### src/rtl/aarf_pkg.sv
// Shared types and constants for the register file with ALU.
// No dependencies.
package aarf_pkg;

  localparam int XLEN    = 32;
  localparam int IDX_W   = 4;
  localparam int OP_W    = 2;
  localparam int FLAGS_W = 4;

  // Operation codes
  localparam logic [OP_W-1:0] OP_MOV = 2'd0;
  localparam logic [OP_W-1:0] OP_ADD = 2'd1;
  localparam logic [OP_W-1:0] OP_SUB = 2'd2;
  localparam logic [OP_W-1:0] OP_CMP = 2'd3;

  // Bit positions inside NZCV
  localparam int FLAG_N_BIT = 3;
  localparam int FLAG_Z_BIT = 2;
  localparam int FLAG_C_BIT = 1;
  localparam int FLAG_V_BIT = 0;

  typedef logic [XLEN-1:0]    word_t;
  typedef logic [IDX_W-1:0]   idx_t;
  typedef logic [OP_W-1:0]    op_t;
  typedef logic [FLAGS_W-1:0] flags_t;

endpackage

### src/rtl/aarf_cmd_if.sv
// Request channel carrying one instruction.
// Depends on aarf_pkg.
interface aarf_cmd_if import aarf_pkg::*; ();
  logic  valid;
  logic  ready;
  op_t   operation;
  idx_t  first_reg_index;
  idx_t  second_reg_index;
  word_t second_operand;
  logic  use_immediate;

  modport source (output valid, operation, first_reg_index, second_reg_index,
                  second_operand, use_immediate, input ready);
  modport sink   (input valid, operation, first_reg_index, second_reg_index,
                  second_operand, use_immediate, output ready);
endinterface

### src/rtl/aarf_rsp_if.sv
// Result channel carrying one result per instruction.
// Depends on aarf_pkg.
interface aarf_rsp_if import aarf_pkg::*; ();
  logic   valid;
  logic   ready;
  word_t  result_value;
  flags_t flags_nzcv;
  logic   reg_written;

  modport source (output valid, result_value, flags_nzcv, reg_written, input ready);
  modport sink   (input valid, result_value, flags_nzcv, reg_written, output ready);
endinterface

### src/rtl/aarf_ram.sv
// Generic single-write, single-read RAM with registered read data.
// No dependencies.
module aarf_ram #(
  parameter int WIDTH = 32,
  parameter int DEPTH = 16
) (
  input  logic                                   clk,
  input  logic                                   we,
  input  logic [(DEPTH > 1 ? $clog2(DEPTH) : 1)-1:0] waddr,
  input  logic [WIDTH-1:0]                       wdata,
  input  logic [(DEPTH > 1 ? $clog2(DEPTH) : 1)-1:0] raddr,
  output logic [WIDTH-1:0]                       rdata
);

  logic [WIDTH-1:0] mem [DEPTH];

  always_ff @(posedge clk) begin
    if (we) begin
      mem[waddr] <= wdata;
    end
    rdata <= mem[raddr];
  end

endmodule

### src/rtl/arm_alu_register_file.sv
// Register file with ALU: one instruction in, one result out.
// Depends on aarf_pkg, aarf_cmd_if, aarf_rsp_if, aarf_ram.
//
// Takes one instruction per cycle unless the result side stalls, and returns
// one result per instruction: register read into stage 1, then execute into
// the output register. The register file sits in two copies of a RAM with
// registered read, written together, so compare can read two registers at
// once; the registered read is what sets the two-stage pipeline, and
// a write-back bypass covers back-to-back use of a register just written.
// Registers read as zero after reset through per-entry valid bits, so no
// clearing pass is needed. Indexes at or beyond NUM_REGS read zero and
// writes to them are dropped. Only compare updates NZCV.
module arm_alu_register_file import aarf_pkg::*; #(
  parameter int NUM_REGS = 16
) (
  input  logic       clk,
  input  logic       rst,
  aarf_cmd_if.sink   cmd,
  aarf_rsp_if.source rsp
);

  localparam int AW = (NUM_REGS > 1) ? $clog2(NUM_REGS) : 1;
  typedef logic [AW-1:0] addr_t;

  // Pipeline control
  logic  s1_valid;
  logic  advance;
  logic  accept;

  // Stage 1 payload
  op_t   s1_op;
  addr_t s1_rd_addr;
  logic  s1_rd_ok;
  addr_t s1_a_addr;
  logic  s1_a_ok;
  addr_t s1_b_addr;
  logic  s1_b_ok;
  word_t s1_operand;
  logic  s1_imm;

  // Read side
  idx_t  a_idx;
  addr_t a_addr_in;
  logic  a_ok_in;
  addr_t b_addr_in;
  logic  b_ok_in;
  addr_t ram_a_raddr;
  addr_t ram_b_raddr;
  word_t ram_a_rdata;
  word_t ram_b_rdata;

  // Write-back bypass and valid bits
  logic  [NUM_REGS-1:0] reg_valid;
  logic  fwd_valid;
  addr_t fwd_addr;
  word_t fwd_data;

  // Execute
  word_t a_val;
  word_t b_val;
  word_t right;
  logic [XLEN:0] diff;
  word_t value;
  flags_t flags;
  flags_t flags_next;
  logic  wr_en;

  // Output register
  logic   out_valid;
  word_t  out_value;
  flags_t out_flags;
  logic   out_written;

  assign advance   = s1_valid && (!out_valid || rsp.ready);
  assign cmd.ready = !s1_valid || advance;
  assign accept    = cmd.valid && cmd.ready;

  // Port A: left register of compare, source of add/subtract.
  assign a_idx     = (cmd.operation == OP_CMP) ? cmd.first_reg_index : cmd.second_reg_index;
  assign a_addr_in = AW'(a_idx);
  assign a_ok_in   = 7'(a_idx) < 7'(NUM_REGS);
  // Port B: register operand of compare.
  assign b_addr_in = AW'(cmd.second_operand[IDX_W-1:0]);
  assign b_ok_in   = 7'(cmd.second_operand[IDX_W-1:0]) < 7'(NUM_REGS);

  // Hold the stalled item's address so the read data stays fresh.
  assign ram_a_raddr = accept ? a_addr_in : s1_a_addr;
  assign ram_b_raddr = accept ? b_addr_in : s1_b_addr;

  aarf_ram #(.WIDTH(XLEN), .DEPTH(NUM_REGS)) u_ram_a (
    .clk   (clk),
    .we    (wr_en),
    .waddr (s1_rd_addr),
    .wdata (value),
    .raddr (ram_a_raddr),
    .rdata (ram_a_rdata)
  );

  aarf_ram #(.WIDTH(XLEN), .DEPTH(NUM_REGS)) u_ram_b (
    .clk   (clk),
    .we    (wr_en),
    .waddr (s1_rd_addr),
    .wdata (value),
    .raddr (ram_b_raddr),
    .rdata (ram_b_rdata)
  );

  always_ff @(posedge clk) begin
    if (rst) begin
      s1_valid <= 1'b0;
    end else if (cmd.ready) begin
      s1_valid <= cmd.valid;
    end
    if (accept) begin
      s1_op      <= cmd.operation;
      s1_rd_addr <= AW'(cmd.first_reg_index);
      s1_rd_ok   <= 7'(cmd.first_reg_index) < 7'(NUM_REGS);
      s1_a_addr  <= a_addr_in;
      s1_a_ok    <= a_ok_in;
      s1_b_addr  <= b_addr_in;
      s1_b_ok    <= b_ok_in;
      s1_operand <= cmd.second_operand;
      s1_imm     <= cmd.use_immediate;
    end
  end

  // The bypass always mirrors the RAM at its address, so it may stay set.
  always_comb begin
    if (!s1_a_ok) begin
      a_val = '0;
    end else if (fwd_valid && fwd_addr == s1_a_addr) begin
      a_val = fwd_data;
    end else if (reg_valid[s1_a_addr]) begin
      a_val = ram_a_rdata;
    end else begin
      a_val = '0;
    end
    if (!s1_b_ok) begin
      b_val = '0;
    end else if (fwd_valid && fwd_addr == s1_b_addr) begin
      b_val = fwd_data;
    end else if (reg_valid[s1_b_addr]) begin
      b_val = ram_b_rdata;
    end else begin
      b_val = '0;
    end
  end

  always_comb begin
    right      = s1_imm ? s1_operand : b_val;
    diff       = {1'b0, a_val} - {1'b0, right};
    flags_next = flags;
    value      = '0;
    case (s1_op)
      OP_MOV: value = s1_operand;
      OP_ADD: value = a_val + s1_operand;
      OP_SUB: value = a_val - s1_operand;
      default: begin
        value                  = diff[XLEN-1:0];
        flags_next[FLAG_N_BIT] = diff[XLEN-1];
        flags_next[FLAG_Z_BIT] = (diff[XLEN-1:0] == '0);
        flags_next[FLAG_C_BIT] = !diff[XLEN];
        flags_next[FLAG_V_BIT] = (a_val[XLEN-1] ^ right[XLEN-1])
                               & (a_val[XLEN-1] ^ diff[XLEN-1]);
      end
    endcase
  end

  assign wr_en = advance && (s1_op != OP_CMP) && s1_rd_ok;

  always_ff @(posedge clk) begin
    if (rst) begin
      reg_valid <= '0;
      fwd_valid <= 1'b0;
      flags     <= '0;
      out_valid <= 1'b0;
    end else begin
      if (wr_en) begin
        reg_valid[s1_rd_addr] <= 1'b1;
        fwd_valid             <= 1'b1;
      end
      if (advance) begin
        flags     <= flags_next;
        out_valid <= 1'b1;
      end else if (rsp.ready) begin
        out_valid <= 1'b0;
      end
    end
    if (wr_en) begin
      fwd_addr <= s1_rd_addr;
      fwd_data <= value;
    end
    if (advance) begin
      out_value   <= value;
      out_flags   <= flags_next;
      out_written <= wr_en;
    end
  end

  assign rsp.valid        = out_valid;
  assign rsp.result_value = out_value;
  assign rsp.flags_nzcv   = out_flags;
  assign rsp.reg_written  = out_written;

endmodule

### src/flat_wrapper.sv
// flat-port wrapper written by rule: the top's interface ports become plain ports
module arm_alu_register_file_flat import aarf_pkg::*;
#(
  parameter int NUM_REGS = 16
)
  (clk, rst, cmd_valid, cmd_operation, cmd_first_reg_index, cmd_second_reg_index, cmd_second_operand, cmd_use_immediate, cmd_ready, rsp_valid, rsp_result_value, rsp_flags_nzcv, rsp_reg_written, rsp_ready);
  aarf_cmd_if cmd_i ();
  aarf_rsp_if rsp_i ();
  input  logic clk;
  input  logic rst;
  input wire logic [$bits(cmd_i.valid)-1:0] cmd_valid;
  input wire logic [$bits(cmd_i.operation)-1:0] cmd_operation;
  input wire logic [$bits(cmd_i.first_reg_index)-1:0] cmd_first_reg_index;
  input wire logic [$bits(cmd_i.second_reg_index)-1:0] cmd_second_reg_index;
  input wire logic [$bits(cmd_i.second_operand)-1:0] cmd_second_operand;
  input wire logic [$bits(cmd_i.use_immediate)-1:0] cmd_use_immediate;
  output wire logic [$bits(cmd_i.ready)-1:0] cmd_ready;
  output wire logic [$bits(rsp_i.valid)-1:0] rsp_valid;
  output wire logic [$bits(rsp_i.result_value)-1:0] rsp_result_value;
  output wire logic [$bits(rsp_i.flags_nzcv)-1:0] rsp_flags_nzcv;
  output wire logic [$bits(rsp_i.reg_written)-1:0] rsp_reg_written;
  input wire logic [$bits(rsp_i.ready)-1:0] rsp_ready;
  assign cmd_i.valid = cmd_valid;
  assign cmd_i.operation = cmd_operation;
  assign cmd_i.first_reg_index = cmd_first_reg_index;
  assign cmd_i.second_reg_index = cmd_second_reg_index;
  assign cmd_i.second_operand = cmd_second_operand;
  assign cmd_i.use_immediate = cmd_use_immediate;
  assign cmd_ready = cmd_i.ready;
  assign rsp_valid = rsp_i.valid;
  assign rsp_result_value = rsp_i.result_value;
  assign rsp_flags_nzcv = rsp_i.flags_nzcv;
  assign rsp_reg_written = rsp_i.reg_written;
  assign rsp_i.ready = rsp_ready;
  arm_alu_register_file #(.NUM_REGS(NUM_REGS)) u_core (.clk(clk), .rst(rst), .cmd(cmd_i), .rsp(rsp_i));
endmodule
### config.mk
export PLATFORM = sky130hd
export DESIGN_NAME = arm_alu_register_file_flat
export DESIGN_NICKNAME = d
export VERILOG_FILES = /design/src/rtl/aarf_pkg.sv /design/src/rtl/aarf_cmd_if.sv /design/src/rtl/aarf_rsp_if.sv /design/src/rtl/aarf_ram.sv /design/src/rtl/arm_alu_register_file.sv /design/src/flat_wrapper.sv
export SDC_FILE = /design/constraint.sdc
export NUM_CORES = 1
export LEC_CHECK = 0
export BUFFER_PORTS_ARGS = -buffer_cell sky130_fd_sc_hd__buf_2
export CELL_PAD_IN_SITES_DETAIL_PLACEMENT = 0
export CELL_PAD_IN_SITES_GLOBAL_PLACEMENT = 1
export CORE_MARGIN = 5
export CORE_UTILIZATION = 50
export DETAILED_ROUTE_END_ITERATION = 8
export PLACE_DENSITY = 0.83
export SYNTH_ARGS = -nofsm -noshare
export SYNTH_HDL_FRONTEND = slang
export SYNTH_SLANG_ARGS = --single-unit
### constraint.sdc
create_clock -name clk -period 9.3 [get_ports clk]
set_clock_uncertainty 0.1 [all_clocks]
set_input_delay 0 -clock clk [delete_from_list [all_inputs] [get_ports clk]]
set_output_delay 0 -clock clk [all_outputs]
set_load 0.1 [all_outputs]
# --- Yosys cells after proc, flatten, opt, wreduce, memory -nomap -nowiden ---
# Memories as Yosys holds them, arrays and structs flattened. A register that Yosys moved wholly into a read port is not among the register bits.
# Cells that the tools add are included.
totals:
  mem_bits_rw: 1024
  input_bits: 47
  ff_bits: 143
  mem_count: 2
memory_table:
  columns: ["memory", "words", "word_bits", "rd", "rd_ports_with_merged_regs", "wr", "line", "rtl"]
  rows:
  - ["u_core.u_ram_a.mem", 16, 32, 1, 1, 1, "aarf_ram.sv:15", "logic [WIDTH-1:0] mem [DEPTH];"]
  - ["u_core.u_ram_b.mem", 16, 32, 1, 1, 1, "aarf_ram.sv:15", null]
op_classes:
  n_eq_ne: 6
  addsub: 3
  n_mux: 20
  order_cmp: 4
  n_reduce_logical: 15
  bitwise: 4
ops:
  columns: ["operator", "n"]
  rows:
  - ["two-way mux 32 bit", 5]
  - ["case mux 32 bit (3 select lines)", 1]
  - ["subtractor 32 x 32 -> 33 bit", 1]
  - ["adder 32 bit", 1]
  - ["zero test 32 bit", 1]
  - ["subtractor 32 bit", 1]
  - ["two-way mux 4 bit", 4]
  - ["bitwise OR 16 bit", 1]
  - ["less-than comparator 4 x 5 -> 1 bit, second input constant", 3]
  - ["binary-select mux 1 bit (select 4 bit)", 2]
  - ["== test 4 bit", 2]
  - ["two-way mux 1 bit", 7]
  - ["logical AND 1 bit", 6]
  - ["demux 1 bit (select 4 bit)", 1]
  - ["== test 2 bit, second input constant", 2]
  - [">= comparator 4 x 1 -> 1 bit, second input constant", 1]
  - ["zero test 1 bit", 3]
  - ["OR reduction 3 bit", 1]
  - ["== test 2 x 1 -> 1 bit, second input constant", 1]
  - ["zero test 2 bit", 1]
  - ["logical OR 1 bit", 2]
  - ["inequality test 2 bit, second input constant", 1]
  - ["nonzero test 2 bit", 1]
  - ["XOR 1 bit", 2]
  - ["bitwise AND 1 bit", 1]

# --- Depth between registers and ports, before layout ---
# Gate-level depths: netlist (run 1).
depth:
  depth_word: 9
  depth_mapped: 24

# --- Cells and area by module ---
# A second synthesis (run 1) with hierarchy kept.
unflattened:
  cells_unflattened: 3020
  hier_area_um2: 51219.1
modules_own_cells:
  columns: ["mod", "instances", "seq_area_each_um2", "cells_per_inst", "area_per_inst_um2"]
  rows:
  - ["aarf_ram", 2, 16015.4, 838, 19854.0]
  - ["arm_alu_register_file", 1, 3983.8, 1344, 11511.0]

# --- Worst setup path after synthesis (run 1) ---
# Ideal clock, no wire load.
synth_path:
  kind: "register to register"
  start: "register u_core.s1_b_addr[0]"
  end: "register u_core.fwd_data[31], data pin"
  period_less_slack_ns: 6.945
  n_path_buf: 3
  t_arrival_ns: 6.323
  path_slack_ns: 2.355
  setup_ns: 0.522
  path_stages_with_launch: 21
  path_cell_list: "dfxtp_1 buf_2 mux4_2 mux4_2 clkbuf_1 nand3_1 a21oi_1 a21oi_1 ha_1 clkbuf_1 a21o_1 a21o_1 a21o_1 a311o_1 a31oi_1 o21a_1 o31ai_2 a21bo_2 a221o_2 xnor2_1 a2111oi_0"
synth_between:
  elab_chain_len: 7
  elab_cells_between_ends: 9
  cone_classes: "1 x add/sub; 1 x eq/ne; 6 x mux; 1 x reduce/logical"
synth_rtl:
  columns: ["element", "line", "rtl"]
  rows:
  - ["start, declared", "arm_alu_register_file.sv:36", "addr_t s1_b_addr;"]
  - ["start signal, assigned", "arm_alu_register_file.sv:120", "s1_b_addr <= b_addr_in;"]
  - ["binary-select mux 1 bit (select 4 bit)", "arm_alu_register_file.sv:142", "end else if (reg_valid[s1_b_addr]) begin"]
  - ["two-way mux 1 bit (implied by the code)", "arm_alu_register_file.sv:142", null]
  - ["two-way mux 32 bit", "arm_alu_register_file.sv:142", null]
  - ["two-way mux 32 bit *", "arm_alu_register_file.sv:140", "end else if (fwd_valid && fwd_addr == s1_b_addr) begin"]
  - ["two-way mux 32 bit *", "arm_alu_register_file.sv:150", "right = s1_imm ? s1_operand : b_val;"]
  - ["subtractor 32 x 32 -> 33 bit *", "arm_alu_register_file.sv:151", "diff = {1'b0, a_val} - {1'b0, right};"]
  - ["case mux 32 bit (3 select lines) *", "arm_alu_register_file.sv:154", "case (s1_op)"]
  - ["named net u_core.u_ram_a.wdata[31]", "aarf_ram.sv:10", "input logic [WIDTH-1:0] wdata,"]
  - ["end signal, assigned", "arm_alu_register_file.sv:191", "fwd_data <= value;"]
  - ["end, declared", "arm_alu_register_file.sv:56", "word_t fwd_data;"]
# The timed path passes the listed nets; every way through them passes the cells marked *. The select of a mux whose other input is x is not followed.
# A chain may end at the register's enable or synchronous reset.

# --- Final worst setup path (run 1) ---
layout_path:
  start: "register u_core.s1_operand[1]"
  end: "register u_core.fwd_data[21], data pin"
layout_between:
  elab_chain_len: 3
  elab_cells_between_ends: 5
  cone_classes: "3 x add/sub; 2 x mux"
layout_rtl:
  columns: ["element", "line", "rtl"]
  rows:
  - ["start, declared", "arm_alu_register_file.sv:38", "word_t s1_operand;"]
  - ["start signal, assigned", "arm_alu_register_file.sv:122", "s1_operand <= cmd.second_operand;"]
  - ["two-way mux 32 bit", "arm_alu_register_file.sv:150", null]
  - ["subtractor 32 x 32 -> 33 bit", "arm_alu_register_file.sv:151", null]
  - ["case mux 32 bit (3 select lines) *", "arm_alu_register_file.sv:154", null]
  - ["named net u_core.u_ram_a.wdata[21]", "aarf_ram.sv:10", null]
# The timed path passes the listed nets; every way through them passes the cells marked *.

==> results of run 1 <==
==> path summary, 6_finish.rpt <==
kind / start / end / slack, ns / cells past startpoint
min: cmd_first_reg_index[0] / u_core.s1_rd_addr[0]$_DFFE_PP_ / 0.03 / 2
max reg2reg: u_core.s1_operand[1]$_DFFE_PP_ / u_core.fwd_data[21]$_DFFE_PP_ / 2.57 / 21
min reg2reg: u_core.flags[2]$_SDFFE_PP0P_ / u_core.flags[2]$_SDFFE_PP0P_ / 0.37 / 2
max: u_core.s1_operand[1]$_DFFE_PP_ / u_core.fwd_data[21]$_DFFE_PP_ / 2.57 / 21
==> per-layer routing <==
layer	part of all wire, %	vias to the layer above
li1	-	12400
met1	41	14000
met2	45	1792
met3	11	275
met4	3.4	2
met5	0.011	-
==> power by group through the flow <==
stage / Combinational [mW] / Sequential (mW) / Clock [mW]
detailed placement: 1.39 / 3.90 / 0
finish: 1.45 / 3.84 / 3.14
floorplan: 0.865 / 3.91 / 0
global placement: 1.37 / 3.90 / 0
CTS: 1.43 / 3.83 / 3.18
global route: 1.54 / 3.84 / 3.32
==> kinds of logic (layout without fill, tap and decap cells) <==
logic type	count (synthesis)	count (layout)	share of synthesized area (%)
compound gates	542	542	9.85
xor+xnor	89	89	2.15
fa+ha+maj	66	66	2.27
buf+inv	267	424	2.77
flops	719	719	56.8
mux	151	151	8.89
simple gates	1429	1429	17.3
==> metrics by stage <==
stage                     power [mW]  setup slack (ns)
final                           8.43              2.57
after global routing            8.70              2.27
after CTS                       8.44              2.77
after detailed placement        5.29              2.80
after global placement          5.27              2.95
after floorplan                 4.77              2.35
==> worst register-to-register path, cell delays in order (launching register included) <==
cell	delay (ns)
edfxtp_1	0.47
inv_1	0.10
ha_1	0.18
nand2b_1	0.11
or4_1	0.49
nor3_1	0.58
a21oi_1	0.17
xnor2_1	0.17
ha_1	0.49
nand3_1	0.18
nor2_1	0.06
a221oi_1	0.24
o21ai_0	0.11
a21o_1	0.18
a21o_1	0.19
a221o_1	0.41
o21ai_0	0.34
a21oi_1	0.21
nor2b_1	0.23
xnor2_1	0.16
a221oi_1	0.12
nor2_1	1.02
==> what timing repair did <==
| action | in CTS | in global routing |
|---|---|---|
| hold endpoints to repair | 67 | 0 |
| hold buffers | 77 | 0 |
| gates resized for setup | 0 | 0 |
==> layout by cell type (no fill, tap or decap), types with 12 or more instances in the layout <==
master,count
nand3_1,311
xnor2_1,72
clkbuf_1,19
a221oi_1,23
nor2b_1,22
o21ai_0,59
nor2_1,107
a21oi_1,169
nand2_1,791
a31oi_1,76
nor3_1,24
dlygate4sd3_1,77
xor2_1,17
nand2b_1,12
buf_2,85
a311oi_1,68
clkbuf_16,80
buf_4,74
and3_1,80
mux4_2,137
nor2_4,13
a21o_1,46
edfxtp_1,624
ha_1,64
inv_1,37
dfxtp_1,95
==> state kept, by name, summed over array words and instances, names as in the netlist, 16 cells and up <==
| name | flops |
|---|---|
| u_core.s1_operand | 32 |
| u_core.rsp.result_value | 32 |
| u_core.fwd_data | 32 |
| u_core.u_ram_b.mem | 512 |
| u_core.reg_valid | 16 |
| u_core.u_ram_b.rdata | 32 |
| u_core.u_ram_a.rdata | 32 |
==> area by class of cell <==
cell class                      instances  area, um^2
Inverter                               44         175
Fill cell                            5825       30400
Clock inverter                         31         374
Multi-Input combinational cell       2277       14900
Clock buffer                          110        2220
Timing Repair Buffer                  239        1810
Tap cell                              950        1190
Sequential cell                       719       20600
==> impl_metrics.env, run 1 <==
export IMPL_status="finished clean"
export IMPL_placed_cells_incl_taps=4152
export IMPL_cp_buffers_inverters=1
export IMPL_ys_seq_area_share_pct=56.8
export IMPL_crit_required_ns=9.43
export IMPL_synth_top_area_share_pct=51.6
export IMPL_grt_use_met2_pct=46.8
export IMPL_maxCapViolations=0
export IMPL_cts_sinks=719
export IMPL_post_route_period_util_pct=72.4
export IMPL_yosys_most_used_dff="edfxtp_1"
export IMPL_routed_wl_mm=120
export IMPL_syn_area_per_cell_um2=11.1
export IMPL_drc=0
export IMPL_rsz0062_at_grt="no"
export IMPL_setup_tns_ns=0
export IMPL_synthCells=3263
export IMPL_clk_transition_reported_paths_ns=0.08
export IMPL_synthesis_area_mm2=0.0363
export IMPL_ys_top_cells_by_count="nand2_1, edfxtp_1, nand3_1, clkbuf_1, a21oi_1"
export IMPL_syn_to_final_growth_pct=13.8
export IMPL_crit_fanout=18
export IMPL_die_area_mm2=0.0781
export IMPL_p_comb_share_pct=17.2
export IMPL_grt_pass1_wl_mm=178
export IMPL_final_cells=4370
export IMPL_clock_fmax_ghz=0.148
export IMPL_drt_iter0_markers=3842
export IMPL_yosysMostFrequentCell="nand2_1"
export IMPL_p_leak_nw=15.0
export IMPL_clk_latency_ns=0.64
export IMPL_slew_headroom_pct=10.1
export IMPL_grt_pass1_vias=27900
export IMPL_critPathTopFamily="simple AND/OR/NAND/NOR gates"
export IMPL_critPathKind="reg2reg"
export IMPL_cts_max_level=3
export IMPL_ios=86
export IMPL_tightestPinTransition_ns=1.34
export IMPL_final_max_slew_viol_count=0
export IMPL_ys_top_cells_by_area="edfxtp_1, mux4_2, nand2_1, dfxtp_1, nand3_1"
export IMPL_gr_total_overflow=0
export IMPL_syn_num_nets=3375
export IMPL_path_cells="inv_1 > ha_1 > nand2b_1 > or4_1 > nor3_1 > a21oi_1 > xnor2_1 > ha_1 > nand3_1 > nor2_1 > a221oi_1 > o21ai_0 > a21o_1 > a21o_1 > a221o_1 > o21ai_0 > a21oi_1 > nor2b_1 > xnor2_1 > a221oi_1 > nor2_1"
export IMPL_setup_viol_count_final=0
export IMPL_wl_per_cell_um=27.6
export IMPL_finalHoldViolCount=0
export IMPL_p_per_area_mw_per_mm2=204
export IMPL_synth_edff_count=624
export IMPL_layout_drive_gt1_share_pct=13.7
export IMPL_hpwlAfterDp_mm=72.5
export IMPL_synth_top_area_cell="edfxtp_1"
export IMPL_synth_warnings=0
export IMPL_hp_class="in2reg"
export IMPL_chipWidth_um=280
export IMPL_ys_seq_elements=719
export IMPL_use_met3_pct=6.38
export IMPL_use_met1_pct=42.9
export IMPL_nets=3471
export IMPL_cp_slowest_cell="nor2_1"
export IMPL_start_kind="register"
export IMPL_chipHeight_um=280
export IMPL_peakVddDrop_v=0.000190
export IMPL_cts_root_buf="clkbuf_16"
export IMPL_fin_util_pct=57.6
export IMPL_async_flop_share_pct=0
export IMPL_arrival_ns=6.87
export IMPL_cts_tree="done"
export IMPL_core_area_mm2=0.0717
export IMPL_start_util_pct=50.6
export IMPL_grt_antenna_before_repair=2
export IMPL_numCtsBuffers=78
export IMPL_rows=98
export IMPL_grt_max_degree=174
export IMPL_clk_path_buf_depth=3
export IMPL_switching_share_pct=28.4
export IMPL_gp_congestion=0.976
export IMPL_hold_slack_ns=0.0304
export IMPL_p_int_mw=6.04
export IMPL_synthDistinctLibCells=80
export IMPL_end_kind="register"
export IMPL_dpl_cell_area_mm2=0.0380
export IMPL_clock_power_share_pct=37.3
export IMPL_antenna_cells=0
export IMPL_grt_usage_pct=30.1
export IMPL_num_vias=28500
export IMPL_power_switching_mw=2.39
export IMPL_post_cts_setup_buffers=0
export IMPL_ant_nets=0
export IMPL_max_stage_delay_ns=1.02
export IMPL_drt_first_pass_iters=6
export IMPL_busiest_layer="met2"
export IMPL_avgViaCountPerCell=6.51
export IMPL_io_buffers=85
export IMPL_finish_instance_area_mm2=0.0413
export IMPL_layout_min_cycle_time_ns=6.73
export IMPL_p_seq_share_pct=45.5
Note: power is estimated with default switching activity, not from simulation.
==> run 2: changes to the inputs <==
--- a/config.mk
+++ b/config.mk
@@ -5,13 +5,14 @@
 export SDC_FILE = /design/constraint.sdc
 export NUM_CORES = 1
 export LEC_CHECK = 0
+export ABC_AREA = 1
 export BUFFER_PORTS_ARGS = -buffer_cell sky130_fd_sc_hd__buf_2
 export CELL_PAD_IN_SITES_DETAIL_PLACEMENT = 0
 export CELL_PAD_IN_SITES_GLOBAL_PLACEMENT = 1
 export CORE_MARGIN = 5
 export CORE_UTILIZATION = 50
 export DETAILED_ROUTE_END_ITERATION = 8
-export PLACE_DENSITY = 0.83
+export PLACE_DENSITY = 0.85
 export SYNTH_ARGS = -nofsm -noshare
 export SYNTH_HDL_FRONTEND = slang
 export SYNTH_SLANG_ARGS = --single-unit
==> constraint.sdc (replaced) <==
create_clock -name clk -period 6.3 [get_ports clk]
set_clock_uncertainty 0.1 [all_clocks]
set_input_delay 0 -clock clk [delete_from_list [all_inputs] [get_ports clk]]
set_output_delay 0 -clock clk [all_outputs]
set_load 0.1 [all_outputs]
==> run 2 against run 1 <==
Against the previous run: sequential share of layout area is 0.50 points lower; register-to-register slack lost 1.6 ns; global-route usage grew 0.44 points; cell area up 1.0%; via count up 10%; first-iteration DRC count rose by 3.3%; routed wire length up 3.1%; critical endpoint is now u_core.u_ram_b.mem[9][18]$_DFFE_PP_.
==> impl_metrics.env, run 2 <==
export IMPL_drt_iter0_markers=3970
export IMPL_wl_per_cell_um=24.6
export IMPL_hpwlAfterDp_mm=76.2
export IMPL_p_seq_share_pct=41.8
export IMPL_fin_ws_ns=0.945
export IMPL_grt_use_met2_pct=48.8
export IMPL_gp_congestion=0.951
export IMPL_tightestPinTransition_ns=1.30
export IMPL_p_per_area_mw_per_mm2=336
export IMPL_syn_to_final_growth_pct=12.9
export IMPL_core_area_mm2=0.0732
export IMPL_synthDistinctLibCells=53
export IMPL_grt_max_degree=159
export IMPL_synth_top_area_share_pct=50.7
export IMPL_synth_top_family_by_area="compound AO/OA/AOI/OAI gates"
export IMPL_cts_tree="done"
export IMPL_grt_pass1_vias=30000
export IMPL_gr_total_overflow=0
export IMPL_clk_transition_reported_paths_ns=0.06
export IMPL_p_total_mw=14.0
export IMPL_num_vias=31400
export IMPL_synthesis_area_mm2=0.0370
export IMPL_p_leak_nw=15.6
export IMPL_die_area_mm2=0.0795
export IMPL_grt_pass1_wl_mm=185
export IMPL_drt_first_pass_iters=6
export IMPL_postCtsHoldBufs=75
export IMPL_end_kind="register"
export IMPL_clock_power_share_pct=33.2
export IMPL_crit_fanout=18
export IMPL_pre_cts_ws_ns=0.957
export IMPL_synthAdderAreaFrac_pct=2.20
export IMPL_rsz0062_at_grt="no"
export IMPL_use_met1_pct=42.0
export IMPL_post_route_period_util_pct=85.0
export IMPL_critPathKind="reg2reg"
export IMPL_slew_headroom_pct=13.0
export IMPL_chipHeight_um=282
export IMPL_synth_compound_area_share_pct=22.2
export IMPL_synth_edff_count=624
export IMPL_placed_cells_incl_taps=4823
export IMPL_status="finished clean"
export IMPL_hp_class="in2reg"
export IMPL_ys_top_cells_by_area="edfxtp_1, o21ai_0, dfxtp_1, a21oi_1, nor2_1"
export IMPL_post_cts_setup_buffers=0
export IMPL_start_kind="register"
export IMPL_async_flop_share_pct=0
export IMPL_routed_wl_mm=124
export IMPL_syn_num_nets=4077
export IMPL_synth_top_area_cell="edfxtp_1"
export IMPL_final_cells=5040
export IMPL_numCtsBuffers=77
export IMPL_io_buffers=85
export IMPL_fill_cells=6314
export IMPL_setup_viol_count_final=0
export IMPL_maxCapViolations=0
export IMPL_synthMuxAreaShare_pct=0.122
export IMPL_synth_warnings=0
export IMPL_p_int_mw=9.36
export IMPL_hold_slack_ns=0.0295
export IMPL_crit_required_ns=6.50
export IMPL_peakVddDrop_v=0.000221
export IMPL_drc=0
export IMPL_chipWidth_um=282
export IMPL_cts_root_buf="clkbuf_16"
export IMPL_busiest_layer="met2"
export IMPL_nets=4130
export IMPL_synthCells=3965
export IMPL_ys_seq_elements=719
export IMPL_fin_util_pct=57.0
export IMPL_clock_fmax_ghz=0.187
export IMPL_use_met3_pct=5.01
export IMPL_grt_usage_pct=30.5
export IMPL_grt_antenna_before_repair=5
export IMPL_avgViaCountPerCell=6.23
export IMPL_mostFrequentLayoutCell="o21ai_0"
export IMPL_finalHoldViolCount=0
export IMPL_layout_drive_gt1_share_pct=8.18
export IMPL_start_util_pct=50.5
export IMPL_p_comb_share_pct=25.1
export IMPL_layout_min_cycle_time_ns=5.35
export IMPL_power_switching_mw=4.65
export IMPL_syn_area_per_cell_um2=9.33
export IMPL_antenna_cells=0
export IMPL_arrival_ns=5.56
export IMPL_final_max_slew_viol_count=0
export IMPL_synth_xor_area_share_pct=0.948
export IMPL_setup_tns_ns=0
export IMPL_synth_simple_area_share_pct=12.3
export IMPL_ys_top_cells_by_count="o21ai_0, edfxtp_1, nor2_1, nand2_1, inv_1"
export IMPL_ant_nets=0
export IMPL_largest_reg_flops=512
export IMPL_rows=99
export IMPL_ys_seq_area_share_pct=55.8
export IMPL_cts_max_level=3
export IMPL_cts_resized=0
export IMPL_finish_instance_area_mm2=0.0417
export IMPL_dpl_cell_area_mm2=0.0384
export IMPL_ios=86
export IMPL_yosysMostFrequentCell="o21ai_0"
export IMPL_yosys_most_used_dff="edfxtp_1"
export IMPL_cts_sinks=719
export IMPL_clk_path_buf_depth=3
export IMPL_switching_share_pct=33.2
export IMPL_clk_latency_ns=0.63
export IMPL_final_cell_mix="o21ai_0, edfxtp_1, nor2_1, nand2_1, a21oi_1"
export IMPL_largest_register="u_core.u_ram_b.mem"
==> run 2: changes by cell type after synthesis, sizes merged, moves of 126 or more <==
cell and change:
nor2 +358, nand3 -165, inv +340, o21ai +597, mux4 -137, o221ai +126, a21oi +203, nand2 -380
==> run 2: critical path, stage by stage (launching register included) <==
cell     delay, ns
dfxtp_1       0.57
inv_4         0.12
nand2_1       0.09
nand3_1       0.06
nand3_1       0.09
nand3_1       0.08
nand2_1       0.43
nand3_1       0.14
o21ai_0       0.25
ha_1          0.40
a21oi_1       0.27
inv_1         0.06
a21oi_1       0.33
o21ai_0       0.15
a21oi_1       0.35
inv_1         0.23
nand3_1       0.11
nand2_1       0.07
a21oi_1       0.11
o21ai_0       0.15
nand2_1       0.09
o21ai_0       0.16
inv_1         0.58
==> run 2: final timing paths <==
check / slack, ns / cells past startpoint / end / startpoint
max: 0.95 / 22 / u_core.u_ram_b.mem[9][18]$_DFFE_PP_ / u_core.s1_a_addr[0]$_DFF_P_
min: 0.03 / 2 / u_core.s1_operand[22]$_DFFE_PP_ / cmd_second_operand[22]
max reg2reg: 0.95 / 22 / u_core.u_ram_b.mem[9][18]$_DFFE_PP_ / u_core.s1_a_addr[0]$_DFF_P_
min reg2reg: 0.37 / 2 / u_core.reg_valid[10]$_SDFFE_PP0P_ / u_core.reg_valid[10]$_SDFFE_PP0P_
==> run 2: final cells by class <==
cell class                 count  area (um^2)  share of cell area (%)
sequential                   719        20600                    49.4
multi-input combinational   2611        14100                    33.9
clock buffer                 108         2230                    5.34
timing repair buffer         224         1690                    4.06
inverter                     385         1460                    3.50
tap                          959         1200                    2.87
clock inverter                34          380                   0.911
==> run 2: cell families after synthesis <==
family / after synthesis
adder cells (fa/ha/maj): 65
multiplexers: 4
flip-flops: 719
AND/OR/NAND/NOR: 1101
buffers and inverters: 635
XOR/XNOR: 40
AO/OA/AOI/OAI: 1401
==> run 2: routing by layer <==
| layer | vias up | part of all wire (%) |
|---|---|---|
| met1 | 14900 | 40 |
| li1 | 14400 | - |
| met4 | 6 | 4.0 |
| met3 | 306 | 10 |
| met2 | 1740 | 46 |
| met5 | - | 0.031 |
==> run 2: power groups by stage <==
stage | clock network, mW | registers (mW) | logic, mW
finish | 4.65 | 5.85 | 3.51
global route | 4.91 | 5.86 | 3.82
CTS | 4.70 | 5.84 | 3.44
detailed placement | 0 | 5.94 | 3.39
global placement | 0 | 5.94 | 3.39
floorplan | 0 | 6.02 | 2.09
